## src/sv/pcs_pkg.sv

```systemverilog
// Shared types and constants for the prime classifier with statistics.
// Holds the controller state encoding and the command/status structs.
// No dependencies.
package pcs_pkg;

  localparam int CountWidth  = 32;
  localparam int SumWidth    = 64;
  localparam int MaxOutWidth = 32;

  typedef enum logic [4:0] {
    ST_IDLE = 5'b00001,
    ST_TEST = 5'b00010,
    ST_DIV  = 5'b00100,
    ST_NEXT = 5'b01000,
    ST_FIN  = 5'b10000
  } state_e;

  typedef struct packed {
    logic load;
    logic div_start;
    logic div_step;
    logic next_div;
    logic set_flag;
    logic flag_val;
    logic finish;
  } cmd_t;

  typedef struct packed {
    logic trivial;
    logic trivial_prime;
    logic sq_over;
    logic div_last;
    logic rem_zero;
    logic out_busy;
  } sts_t;

endpackage

```

## src/sv/pcs_ctrl.sv

```systemverilog
// Controller for the prime classifier: sequences load, trial, divide, finish.
// Depends on pcs_pkg (state_e, cmd_t, sts_t).
module pcs_ctrl (
  input  logic          clk_i,
  input  logic          rst_ni,
  input  logic          in_valid_i,
  output logic          in_stall_o,
  input  pcs_pkg::sts_t sts_i,
  output pcs_pkg::cmd_t cmd_o
);

  pcs_pkg::state_e state_q, state_d;

  always_comb begin
    cmd_o      = '0;
    state_d    = state_q;
    in_stall_o = (state_q != pcs_pkg::ST_IDLE);
    unique case (state_q)
      pcs_pkg::ST_IDLE: begin
        if (in_valid_i) begin
          cmd_o.load = 1'b1;
          state_d    = pcs_pkg::ST_TEST;
        end
      end
      pcs_pkg::ST_TEST: begin
        if (sts_i.trivial) begin
          cmd_o.set_flag = 1'b1;
          cmd_o.flag_val = sts_i.trivial_prime;
          state_d        = pcs_pkg::ST_FIN;
        end else if (sts_i.sq_over) begin
          cmd_o.set_flag = 1'b1;
          cmd_o.flag_val = 1'b1;
          state_d        = pcs_pkg::ST_FIN;
        end else begin
          cmd_o.div_start = 1'b1;
          state_d         = pcs_pkg::ST_DIV;
        end
      end
      pcs_pkg::ST_DIV: begin
        cmd_o.div_step = 1'b1;
        if (sts_i.div_last) begin
          state_d = pcs_pkg::ST_NEXT;
        end
      end
      pcs_pkg::ST_NEXT: begin
        if (sts_i.rem_zero) begin
          cmd_o.set_flag = 1'b1;
          cmd_o.flag_val = 1'b0;
          state_d        = pcs_pkg::ST_FIN;
        end else begin
          cmd_o.next_div = 1'b1;
          state_d        = pcs_pkg::ST_TEST;
        end
      end
      pcs_pkg::ST_FIN: begin
        if (!sts_i.out_busy) begin
          cmd_o.finish = 1'b1;
          state_d      = pcs_pkg::ST_IDLE;
        end
      end
      default: begin
        state_d = pcs_pkg::ST_IDLE;
      end
    endcase
  end

  always_ff @(posedge clk_i or negedge rst_ni) begin
    if (!rst_ni) begin
      state_q <= pcs_pkg::ST_IDLE;
    end else begin
      state_q <= state_d;
    end
  end

endmodule

```

## src/sv/pcs_datapath.sv

```systemverilog
// Datapath for the prime classifier: trial divisor, remainder unit (two
// bits a cycle), running statistics and the output register.
// Depends on pcs_pkg (cmd_t, sts_t, width constants).
module pcs_datapath #(
  parameter int VALUE_WIDTH = 32
) (
  input  logic                                   clk_i,
  input  logic                                   rst_ni,
  input  logic signed [VALUE_WIDTH-1:0]          value_i,
  input  pcs_pkg::cmd_t                          cmd_i,
  output pcs_pkg::sts_t                          sts_o,
  output logic                                   out_valid_o,
  input  logic                                   out_stall_i,
  output logic                                   is_prime_o,
  output logic [pcs_pkg::CountWidth-1:0]         prime_count_o,
  output logic signed [pcs_pkg::SumWidth-1:0]    prime_sum_o,
  output logic [pcs_pkg::CountWidth-1:0]         other_count_o,
  output logic signed [pcs_pkg::SumWidth-1:0]    other_sum_o,
  output logic signed [pcs_pkg::MaxOutWidth-1:0] max_value_o,
  output logic [pcs_pkg::CountWidth-1:0]         max_position_o,
  output logic [pcs_pkg::CountWidth-1:0]         item_index_o
);

  localparam int DW    = VALUE_WIDTH / 2 + 2;
  localparam int DSQW  = 2 * DW;
  localparam int STEPS = (VALUE_WIDTH + 1) / 2;
  localparam int NPW   = 2 * STEPS;
  localparam int CW    = $clog2(STEPS);
  localparam int CNTW  = pcs_pkg::CountWidth;
  localparam int SW    = pcs_pkg::SumWidth;

  localparam logic [CNTW-1:0]      CntMax = '1;
  localparam logic signed [SW-1:0] SumMax = {1'b0, {(SW-1){1'b1}}};
  localparam logic signed [SW-1:0] SumMin = {1'b1, {(SW-1){1'b0}}};

  logic signed [VALUE_WIDTH-1:0] v_q;
  logic [DW-1:0]                 d_q;
  logic [DSQW-1:0]               dsq_q;
  logic [DW-1:0]                 r_q, r_d;
  logic [NPW-1:0]                nsh_q;
  logic [CW-1:0]                 cnt_q;
  logic                          flag_q;

  logic [CNTW-1:0]               prime_cnt_q, other_cnt_q, items_q, max_pos_q;
  logic signed [SW-1:0]          prime_sum_q, other_sum_q;
  logic signed [VALUE_WIDTH-1:0] max_q;
  logic                          out_valid_q, out_prime_q;

  logic [DW:0]                   t0, t1;
  logic signed [SW-1:0]          v64, max64;
  logic [CNTW-1:0]               items_inc;

  function automatic logic [CNTW-1:0] sat_inc(input logic [CNTW-1:0] c);
    sat_inc = (c == CntMax) ? c : c + 1'b1;
  endfunction

  function automatic logic signed [SW-1:0] sat_add(input logic signed [SW-1:0] a,
                                                   input logic signed [SW-1:0] b);
    logic signed [SW-1:0] s;
    s = a + b;
    if ((a[SW-1] == b[SW-1]) && (s[SW-1] != a[SW-1])) begin
      sat_add = b[SW-1] ? SumMin : SumMax;
    end else begin
      sat_add = s;
    end
  endfunction

  // two restoring steps per cycle
  always_comb begin
    t0 = {r_q, nsh_q[NPW-1]};
    if (t0 >= {1'b0, d_q}) begin
      t0 = t0 - {1'b0, d_q};
    end
    t1 = {t0[DW-1:0], nsh_q[NPW-2]};
    if (t1 >= {1'b0, d_q}) begin
      t1 = t1 - {1'b0, d_q};
    end
    r_d = t1[DW-1:0];
  end

  assign v64       = SW'(v_q);
  assign max64     = SW'(max_q);
  assign items_inc = sat_inc(items_q);

  assign sts_o.trivial       = (v_q <= VALUE_WIDTH'(signed'(2'sd1))) || !v_q[0];
  assign sts_o.trivial_prime = (v_q == VALUE_WIDTH'(2));
  assign sts_o.sq_over       = dsq_q > DSQW'($unsigned(v_q));
  assign sts_o.div_last      = (cnt_q == CW'(STEPS - 1));
  assign sts_o.rem_zero      = (r_q == '0);
  assign sts_o.out_busy      = out_valid_q && out_stall_i;

  always_ff @(posedge clk_i) begin
    if (cmd_i.load) begin
      v_q   <= value_i;
      d_q   <= DW'(3);
      dsq_q <= DSQW'(9);
    end
    if (cmd_i.next_div) begin
      d_q   <= d_q + DW'(2);
      dsq_q <= dsq_q + DSQW'({d_q, 2'b00}) + DSQW'(4);
    end
    if (cmd_i.div_start) begin
      r_q   <= '0;
      cnt_q <= '0;
      nsh_q <= NPW'($unsigned(v_q));
    end
    if (cmd_i.div_step) begin
      r_q   <= r_d;
      cnt_q <= cnt_q + 1'b1;
      nsh_q <= {nsh_q[NPW-3:0], 2'b00};
    end
    if (cmd_i.set_flag) begin
      flag_q <= cmd_i.flag_val;
    end
    if (cmd_i.finish) begin
      out_prime_q <= flag_q;
    end
  end

  always_ff @(posedge clk_i or negedge rst_ni) begin
    if (!rst_ni) begin
      prime_cnt_q <= '0;
      other_cnt_q <= '0;
      items_q     <= '0;
      max_pos_q   <= '0;
      prime_sum_q <= '0;
      other_sum_q <= '0;
      max_q       <= '0;
      out_valid_q <= 1'b0;
    end else begin
      if (cmd_i.finish) begin
        items_q <= items_inc;
        if (flag_q) begin
          prime_cnt_q <= sat_inc(prime_cnt_q);
          prime_sum_q <= sat_add(prime_sum_q, v64);
        end else begin
          other_cnt_q <= sat_inc(other_cnt_q);
          other_sum_q <= sat_add(other_sum_q, v64);
        end
        if ((items_q == '0) || (v_q > max_q)) begin
          max_q     <= v_q;
          max_pos_q <= items_inc;
        end
        out_valid_q <= 1'b1;
      end else if (out_valid_q && !out_stall_i) begin
        out_valid_q <= 1'b0;
      end
    end
  end

  assign out_valid_o    = out_valid_q;
  assign is_prime_o     = out_prime_q;
  assign prime_count_o  = prime_cnt_q;
  assign prime_sum_o    = prime_sum_q;
  assign other_count_o  = other_cnt_q;
  assign other_sum_o    = other_sum_q;
  assign max_value_o    = max64[pcs_pkg::MaxOutWidth-1:0];
  assign max_position_o = max_pos_q;
  assign item_index_o   = items_q;

endmodule

```

## src/sv/prime_classifier_with_stats.sv

```systemverilog
// Top level of the prime classifier with running statistics.
// Joins pcs_ctrl and pcs_datapath; depends on pcs_pkg.
//
//   channel | direction | handshake               | payload
//   in      | input     | in_valid_i / in_stall_o | value_i
//   out     | output    | out_valid_o/out_stall_i | is_prime_o and the statistics
//
// Values below 3 and even values are settled in the test step, with no division.
// Each odd trial divisor passes through the test, divide and next steps in the
// shared remainder unit (two bits a cycle); a 32-bit prime near 2^31 takes about
// 23170 trials.
// Reset clears all statistics at once. A new beat is taken while a result
// waits; a stalled result holds the block in its final step.
module prime_classifier_with_stats #(
  parameter int VALUE_WIDTH = 32
) (
  input  logic                                   clk_i,
  input  logic                                   rst_ni,
  input  logic                                   in_valid_i,
  output logic                                   in_stall_o,
  input  logic signed [VALUE_WIDTH-1:0]          value_i,
  output logic                                   out_valid_o,
  input  logic                                   out_stall_i,
  output logic                                   is_prime_o,
  output logic [pcs_pkg::CountWidth-1:0]         prime_count_o,
  output logic signed [pcs_pkg::SumWidth-1:0]    prime_sum_o,
  output logic [pcs_pkg::CountWidth-1:0]         other_count_o,
  output logic signed [pcs_pkg::SumWidth-1:0]    other_sum_o,
  output logic signed [pcs_pkg::MaxOutWidth-1:0] max_value_o,
  output logic [pcs_pkg::CountWidth-1:0]         max_position_o,
  output logic [pcs_pkg::CountWidth-1:0]         item_index_o
);

  pcs_pkg::cmd_t cmd;
  pcs_pkg::sts_t sts;

  pcs_ctrl u_ctrl (
    .clk_i      (clk_i),
    .rst_ni     (rst_ni),
    .in_valid_i (in_valid_i),
    .in_stall_o (in_stall_o),
    .sts_i      (sts),
    .cmd_o      (cmd)
  );

  pcs_datapath #(
    .VALUE_WIDTH (VALUE_WIDTH)
  ) u_datapath (
    .clk_i          (clk_i),
    .rst_ni         (rst_ni),
    .value_i        (value_i),
    .cmd_i          (cmd),
    .sts_o          (sts),
    .out_valid_o    (out_valid_o),
    .out_stall_i    (out_stall_i),
    .is_prime_o     (is_prime_o),
    .prime_count_o  (prime_count_o),
    .prime_sum_o    (prime_sum_o),
    .other_count_o  (other_count_o),
    .other_sum_o    (other_sum_o),
    .max_value_o    (max_value_o),
    .max_position_o (max_position_o),
    .item_index_o   (item_index_o)
  );

endmodule
```

## config.mk

```make
export PLATFORM = sky130hd
export DESIGN_NAME = prime_classifier_with_stats
export DESIGN_NICKNAME = d
export VERILOG_FILES = /design/src/sv/pcs_pkg.sv /design/src/sv/pcs_ctrl.sv /design/src/sv/pcs_datapath.sv /design/src/sv/prime_classifier_with_stats.sv
export SDC_FILE = /design/constraint.sdc
export NUM_CORES = 1
export LEC_CHECK = 0
export BUFFER_PORTS_ARGS = -buffer_cell sky130_fd_sc_hd__buf_2
export CAP_MARGIN = 30
export CORE_MARGIN = 2
export CORE_UTILIZATION = 65
export DETAILED_ROUTE_END_ITERATION = 7
export GPL_TIMING_DRIVEN = 0
export PLACE_DENSITY_LB_ADDON = 0.1
export SLEW_MARGIN = 20
export SYNTH_ARGS = -nofsm -noshare
export SYNTH_HDL_FRONTEND = slang
export SYNTH_SLANG_ARGS = --single-unit
```

## constraint.sdc

```tcl
create_clock -name clk_i -period 9.1 [get_ports clk_i]
set_input_delay 0.91 -clock clk_i [delete_from_list [all_inputs] [get_ports clk_i]]
set_output_delay 0.91 -clock clk_i [all_outputs]
set_load 0.01 [all_outputs]
```

Word-level counts from Yosys, hierarchy flattened
Cells that the tools add are included.
{"block": "word_totals", "register_bits": 436, "inputBits": 36}
{"block": "classes", "reduce_logical": 19, "n_addsub": 11, "mux": 39, "n_lt_le_gt_ge": 5, "eq_ne": 18, "n_bitwise": 3}
{"op": "two-way mux 64 bit", "count": 3}
{"op": "adder 64 x 32 -> 64 bit", "count": 2}
{"op": "two-way mux 18 bit", "count": 6}
{"op": "adder 32 x 1 -> 32 bit, second input constant", "count": 3}
{"op": "== test 32 bit, second input constant", "count": 3}
{"op": "two-way mux 32 bit", "count": 3}
{"op": "two-way mux 36 bit", "count": 2}
{"op": "greater-or-equal comparator 19 x 18 -> 1 bit", "count": 2}
{"op": "adder 36 x 20 -> 36 bit", "count": 1}
{"op": "adder 36 x 3 -> 36 bit, second input constant", "count": 1}
{"op": "greater-than comparator 36 x 32 -> 1 bit", "count": 1}
{"op": "subtractor 18 bit", "count": 2}
{"op": "== test 32 x 3 -> 1 bit, second input constant", "count": 1}
{"op": "greater-than comparator 32 bit", "count": 1}
{"op": "less-or-equal comparator 32 x 2 -> 1 bit, second input constant", "count": 1}
{"op": "logical NOT 32 bit", "count": 1}
{"op": "two-way mux 5 bit", "count": 6}
{"op": "case mux 5 bit (5 select lines)", "count": 1}
{"op": "adder 18 x 2 -> 18 bit, second input constant", "count": 1}
{"op": "logical NOT 18 bit", "count": 1}
{"op": "two-way mux 1 bit", "count": 12}
{"op": "AND reduction 3 bit", "count": 3}
{"op": "two-way mux 4 bit", "count": 2}
{"op": "two-way mux 2 bit", "count": 3}
{"op": "other kinds (18)", "count": 33}

Depth between registers and ports, before layout
{"block": "logic_depth", "word_depth": 6, "depth_mapped": 25, "ltp_nobuf": 23}

Hierarchy
Synthesis repeated with hierarchy kept, for this count alone.
{"block": "unflattened", "hier_cells": 3306, "hier_area_um2": 29987.5}
{"mod": "pcs_datapath", "n_inst": 1, "area_each_um2": 29655.9, "seq_area_each_um2": 11355.9, "cells_per_inst": 3268}
{"mod": "pcs_ctrl", "n_inst": 1, "area_each_um2": 331.6, "seq_area_each_um2": 126.4, "cells_per_inst": 38}

Worst setup path after synthesis
Ideal clock, no wire load.
{"block": "synth_path", "kind": "flip-flop to flip-flop", "start": "reg u_datapath.v_q[31]", "end": "reg u_datapath.other_sum_q[41], in the netlist u_datapath.other_sum_o[41]", "setup_ns": 0.077, "slack_ns": 3.333, "path_stages_with_launch": 19, "path_buffers": 2, "arrival_time_ns": 5.689, "t_required_ns": 9.023, "period_less_slack_ns": 5.767, "cell_sequence": "edfxtp_1 ha_1 a21oi_1 o21ai_0 a211oi_1 a21oi_1 a41oi_2 or4_1 nand3_1 a211o_1 a221o_1 a221oi_1 fa_1 and2_1 a21oi_1 clkbuf_1 clkbuf_1 nand2_1 a21oi_1"}
{"block": "synth_via", "elab_chain_len": 4, "word_cells_on_any_way": 6, "classes_between": "add/sub (1); eq/ne (2); mux (2); reduce/logical (1)"}
{"element": "from (decl)", "line": "pcs_datapath.sv:36", "source": "logic signed [VALUE_WIDTH-1:0] v_q;"}
{"element": "from (signal assigned)", "line": "pcs_datapath.sv:94", "source": "v_q <= value_i;"}
{"element": "adder 64 x 32 -> 64 bit", "line": "pcs_datapath.sv:60", "source": "s = a + b;"}
{"element": "inequality test 1 bit", "line": "pcs_datapath.sv:61", "source": "if ((a[SW-1] == b[SW-1]) && (s[SW-1] != a[SW-1])) begin"}
{"element": "logical AND 1 bit", "line": "pcs_datapath.sv:61"}
{"element": "two-way mux 64 bit (*)", "line": "pcs_datapath.sv:61"}
{"element": "to (signal assigned)", "line": "pcs_datapath.sv:138", "source": "other_sum_q <= sat_add(other_sum_q, v64);"}
{"element": "to (decl)", "line": "pcs_datapath.sv:45", "source": "logic signed [SW-1:0] prime_sum_q, other_sum_q;"}
Every way passes the cells marked *; elsewhere a longest branch is shown, timed or not.
A chain may end at the register's enable or synchronous reset.

Final worst setup path
{"block": "layout_path", "start": "reg u_datapath.d_q[1]", "end": "reg u_datapath.r_q[5], data pin"}
{"block": "layout_via", "elab_chain_len": 5, "word_cells_on_any_way": 7, "classes_between": "add/sub (2); order compare (2); mux (3)"}
{"element": "from (decl)", "line": "pcs_datapath.sv:37", "source": "logic [DW-1:0] d_q;"}
{"element": "from (signal assigned)", "line": "pcs_datapath.sv:99", "source": "d_q <= d_q + DW'(2);"}
{"element": "subtractor 18 bit or greater-or-equal comparator 19 x 18 -> 1 bit (tied branches)", "line": "pcs_datapath.sv:72, pcs_datapath.sv:71"}
{"element": "two-way mux 18 bit", "line": "pcs_datapath.sv:71", "source": "if (t0 >= {1'b0, d_q}) begin"}
{"element": "subtractor 18 bit or greater-or-equal comparator 19 x 18 -> 1 bit (tied branches)", "line": "pcs_datapath.sv:76, pcs_datapath.sv:75"}
{"element": "two-way mux 18 bit (*)", "line": "pcs_datapath.sv:75", "source": "if (t1 >= {1'b0, d_q}) begin"}
{"element": "two-way mux 18 bit (*)", "line": "pcs_datapath.sv:107", "source": "if (cmd_i.div_step) begin"}
{"element": "to (signal assigned)", "line": "pcs_datapath.sv:108", "source": "r_q <= r_d;"}
{"element": "to (decl)", "line": "pcs_datapath.sv:39", "source": "logic [DW-1:0] r_q, r_d;"}
Marks and branches as above.

==> results.sh <==
export IMPL_post_dp_cell_area_um2=32100
export IMPL_p_total_mw=11.4
export IMPL_setup_viol=0
export IMPL_critPathCaptureType="register"
export IMPL_r2r_start="u_datapath.d_q[1]"
export IMPL_hold_violations=0
export IMPL_worst_r2r_cell_count=25
export IMPL_critPathKind="reg -> reg"
export IMPL_power_density_nw_per_um2=340
export IMPL_finClkSkew_ns=0.0131
export IMPL_area_growth_synth_to_final_pct=13.8
export IMPL_grt_usage_pct=36.7
export IMPL_maxCapViolCount=0
export IMPL_path_buf_inv=4
export IMPL_start_util_pct=65.4
export IMPL_utilization_pct=74.5
export IMPL_worst_ep_arrival_time_ns=7.02
export IMPL_avgSynthCellArea_um2=8.95
export IMPL_post_cts_setup_buffer_count=0
export IMPL_synth_seq_cells=432
export IMPL_wl_mm=87.8
export IMPL_cts_tree="yes"
export IMPL_rsz0062_at_grt="no"
export IMPL_path_clk_slew_ns=0.06
export IMPL_wl_per_cell_um=20.3
export IMPL_postRouteAntennaNets=0
export IMPL_r2r_slack_ns=2.40
export IMPL_path_common_cell="a21oi_1"
export IMPL_fin_tns_setup_ns=0
export IMPL_netlist_instances=3296
export IMPL_drive_above_1_share_pct=13.1
export IMPL_final_common_cell="nand2_1"
export IMPL_crit_cells=25
export IMPL_crit_path_max_fanout=10
export IMPL_htree_levels=2
export IMPL_globalplace_congestion=0.966
export IMPL_drt_pre_antenna_iters=8
export IMPL_endpoint="u_datapath.r_q[5]"
export IMPL_cts_root_buf="clkbuf_16"
export IMPL_die_h_um=217
export IMPL_startpoint="u_datapath.d_q[1]"
export IMPL_dp_cells=4230
export IMPL_maxSlewHeadroom_pct=37.3
export IMPL_cts_sinks=432
export IMPL_period_minus_slack_ns=6.70
export IMPL_crit_required_ns=9.42
export IMPL_slowest_stage="edfxtp_1"
export IMPL_min_path_type="in -> async"
export IMPL_cts_resized=0
export IMPL_placementRows=78
export IMPL_worst_pin_slew_ns=0.937
export IMPL_dp_hpwl_mm=66.2
export IMPL_setup_slack_ns=2.40
export IMPL_cp_start_kind="register"
export IMPL_fin_cells=4322
export IMPL_insertion_delay_ns=0.59
export IMPL_cts_buffers=48
export IMPL_grt_max_degree=99
export IMPL_port_buffers=326
export IMPL_vias=27100
export IMPL_crit_family="compound AO/OA/AOI/OAI gates"
export IMPL_dieWidth_um=217
export IMPL_ys_seq_area_share_pct=38.9
export IMPL_crit_path_max_incr_delay_ns=0.55
export IMPL_die_area_um2=47100
export IMPL_grt_pass1_vias=25800
export IMPL_fin_hold_ws_ns=0.177
export IMPL_core_area_um2=45100
export IMPL_finalInstanceArea_um2=33600
export IMPL_mostFrequentLayoutCells="nand2_1, buf_2, nor2_1, a21oi_1, dfrtp_1"
export IMPL_power_leakage_nw=15.6
export IMPL_synth_async_reset_ratio_pct=68.1
export IMPL_yosysUniqueCellTypes=96
export IMPL_holdBufCountCts=0
export IMPL_synth_enable_flop_cells=136
export IMPL_fin_nets=3987
export IMPL_clk_path_buf_depth=3
export IMPL_outcome="finished, final reports clean"
export IMPL_syn_area_um2=29500
export IMPL_ys_flop_type="dfrtp_1"
export IMPL_reg2reg_to="u_datapath.r_q[5]"
export IMPL_finalMaxSlewViolations=0
export IMPL_min_period_over_period_pct=73.6
export IMPL_antenna_found_initial=2
export IMPL_fmax_mhz=149
export IMPL_drc=0
export IMPL_io_pins=327
export IMPL_avgViaCountPerCell=6.27
export IMPL_synth_nets=3602
export IMPL_grt_pass1_wl_mm=138
export IMPL_fillerInstances=3385
export IMPL_gr_total_overflow=0
export IMPL_ir_drop_mv=0.278
export IMPL_pre_cts_ws_ns=2.57
export IMPL_drt_iter0_drc=2973
export IMPL_ys_warn_count=0
[sequential cells by signal, summed over array words and instances (netlist names)]
signal	flops
u_datapath.v_q	32
u_datapath.flag_q	1
u_datapath.is_prime_o	1
u_datapath.item_index_o	32
u_datapath.other_count_o	32
u_datapath.r_q	18
u_datapath.cnt_q	4
u_datapath.other_sum_o	64
u_datapath.max_value_o	32
u_datapath.prime_count_o	32
u_datapath.nsh_q	32
u_datapath.out_valid_o	1
u_datapath.max_position_o	32
u_datapath.prime_sum_o	64
u_datapath.d_q	17
u_datapath.dsq_q	33
u_ctrl.state_q	5
[worst register-to-register path: stages (launching register included)]
cell	delay, ns
edfxtp_1	0.55
inv_1	0.14
ha_1	0.34
a21o_1	0.20
a221oi_2	0.41
nor3_1	0.16
o41ai_2	0.47
o21ai_1	0.24
nand3_1	0.13
nand2_1	0.19
buf_2	0.29
xnor2_1	0.30
inv_1	0.08
ha_1	0.31
a21oi_1	0.20
o21ai_0	0.13
a21oi_1	0.24
a211oi_1	0.25
a211o_1	0.38
a211oi_1	0.32
a21oi_1	0.12
nor3_1	0.18
o211ai_2	0.27
buf_2	0.30
nand3_1	0.13
o21ai_0	0.10
[synthesized netlist by cell type (all sizes together), types with 15 or more instances]
cell type    n  area share [%]
nand2      359             4.7
nor2       333             4.3
a21oi      319             5.4
dfrtp      293              25
ha         263              11
o21ai      225             3.8
xnor2      192             5.7
inv        148             1.9
edfxtp     136              14
xor2       114             3.4
nand3      109             1.8
clkbuf     106             1.4
a21o       100             2.5
nand4       79             1.7
nor3        46            0.81
a22o        29            0.86
and3        28            0.59
o21bai      28            0.71
o21a        27            0.69
nor4        26            0.55
nand2b      25            0.53
and2        24            0.52
buf         24            0.44
nor2b       24            0.51
a211oi      20            0.53
or3         19            0.42
a31oi       18            0.38
mux2        15            0.57
[worst min-delay path by stage]
stage,from,end,slack (ns)
4_1_cts,rst_ni,u_datapath.prime_count_o[25],0.17
3_3_place_gp,u_datapath.nsh_q[0],u_datapath.nsh_q[0],0.46
3_5_place_dp,u_datapath.max_position_o[15],u_datapath.max_position_o[15],0.47
6_report,rst_ni,u_datapath.prime_count_o[23],0.18
2_1_floorplan,u_datapath.nsh_q[0],u_datapath.nsh_q[0],0.44
5_1_grt,rst_ni,u_datapath.prime_count_o[23],0.18
[final cells by class]
class                           count  area (µm²)  area share [%]
Inverter                          149         561            1.67
Timing Repair Buffer              335        1840            5.47
Clock buffer                       65        1320            3.92
Tap cell                          600         751            2.24
Buffer                            130         529            1.58
Sequential cell                   432       11500            34.2
Multi-Input combinational cell   2585       16900            50.5
Antenna cell                        6        15.0          0.0447
Clock inverter                     20         140           0.417
[logic make-up (layout without fill, tap and decap cells)]
group / count (synthesis) / after routing / share of synthesized area [%]
AO/OA/AOI/OAI: 865 / 865 / 18.1
adder cells (fa/ha/maj): 270 / 270 / 11.6
other: 0 / 6 / 0
AND/OR/NAND/NOR: 1125 / 1125 / 17.9
XOR/XNOR: 306 / 306 / 9.11
multiplexers: 19 / 19 / 0.708
buffers and inverters: 279 / 699 / 3.69
flip-flops: 432 / 432 / 38.9
[metal layers]
layer | track usage [%] | vias up | wire length, µm
li1 | - | 12600 | -
met2 | 58.7 | 1265 | 40100
met3 | 6.46 | 261 | 7480
met4 | 16.8 | 2 | 4370
met1 | 48.9 | 13000 | 35800
met5 | 0 | - | 13
[power by group]
group	internal, mW	total (mW)	switching, mW
sequential	2.49	3.07	0.578
combinational	2.56	6.49	3.93
clock	1.04	1.86	0.816
(Power assumes the default switching activity.)
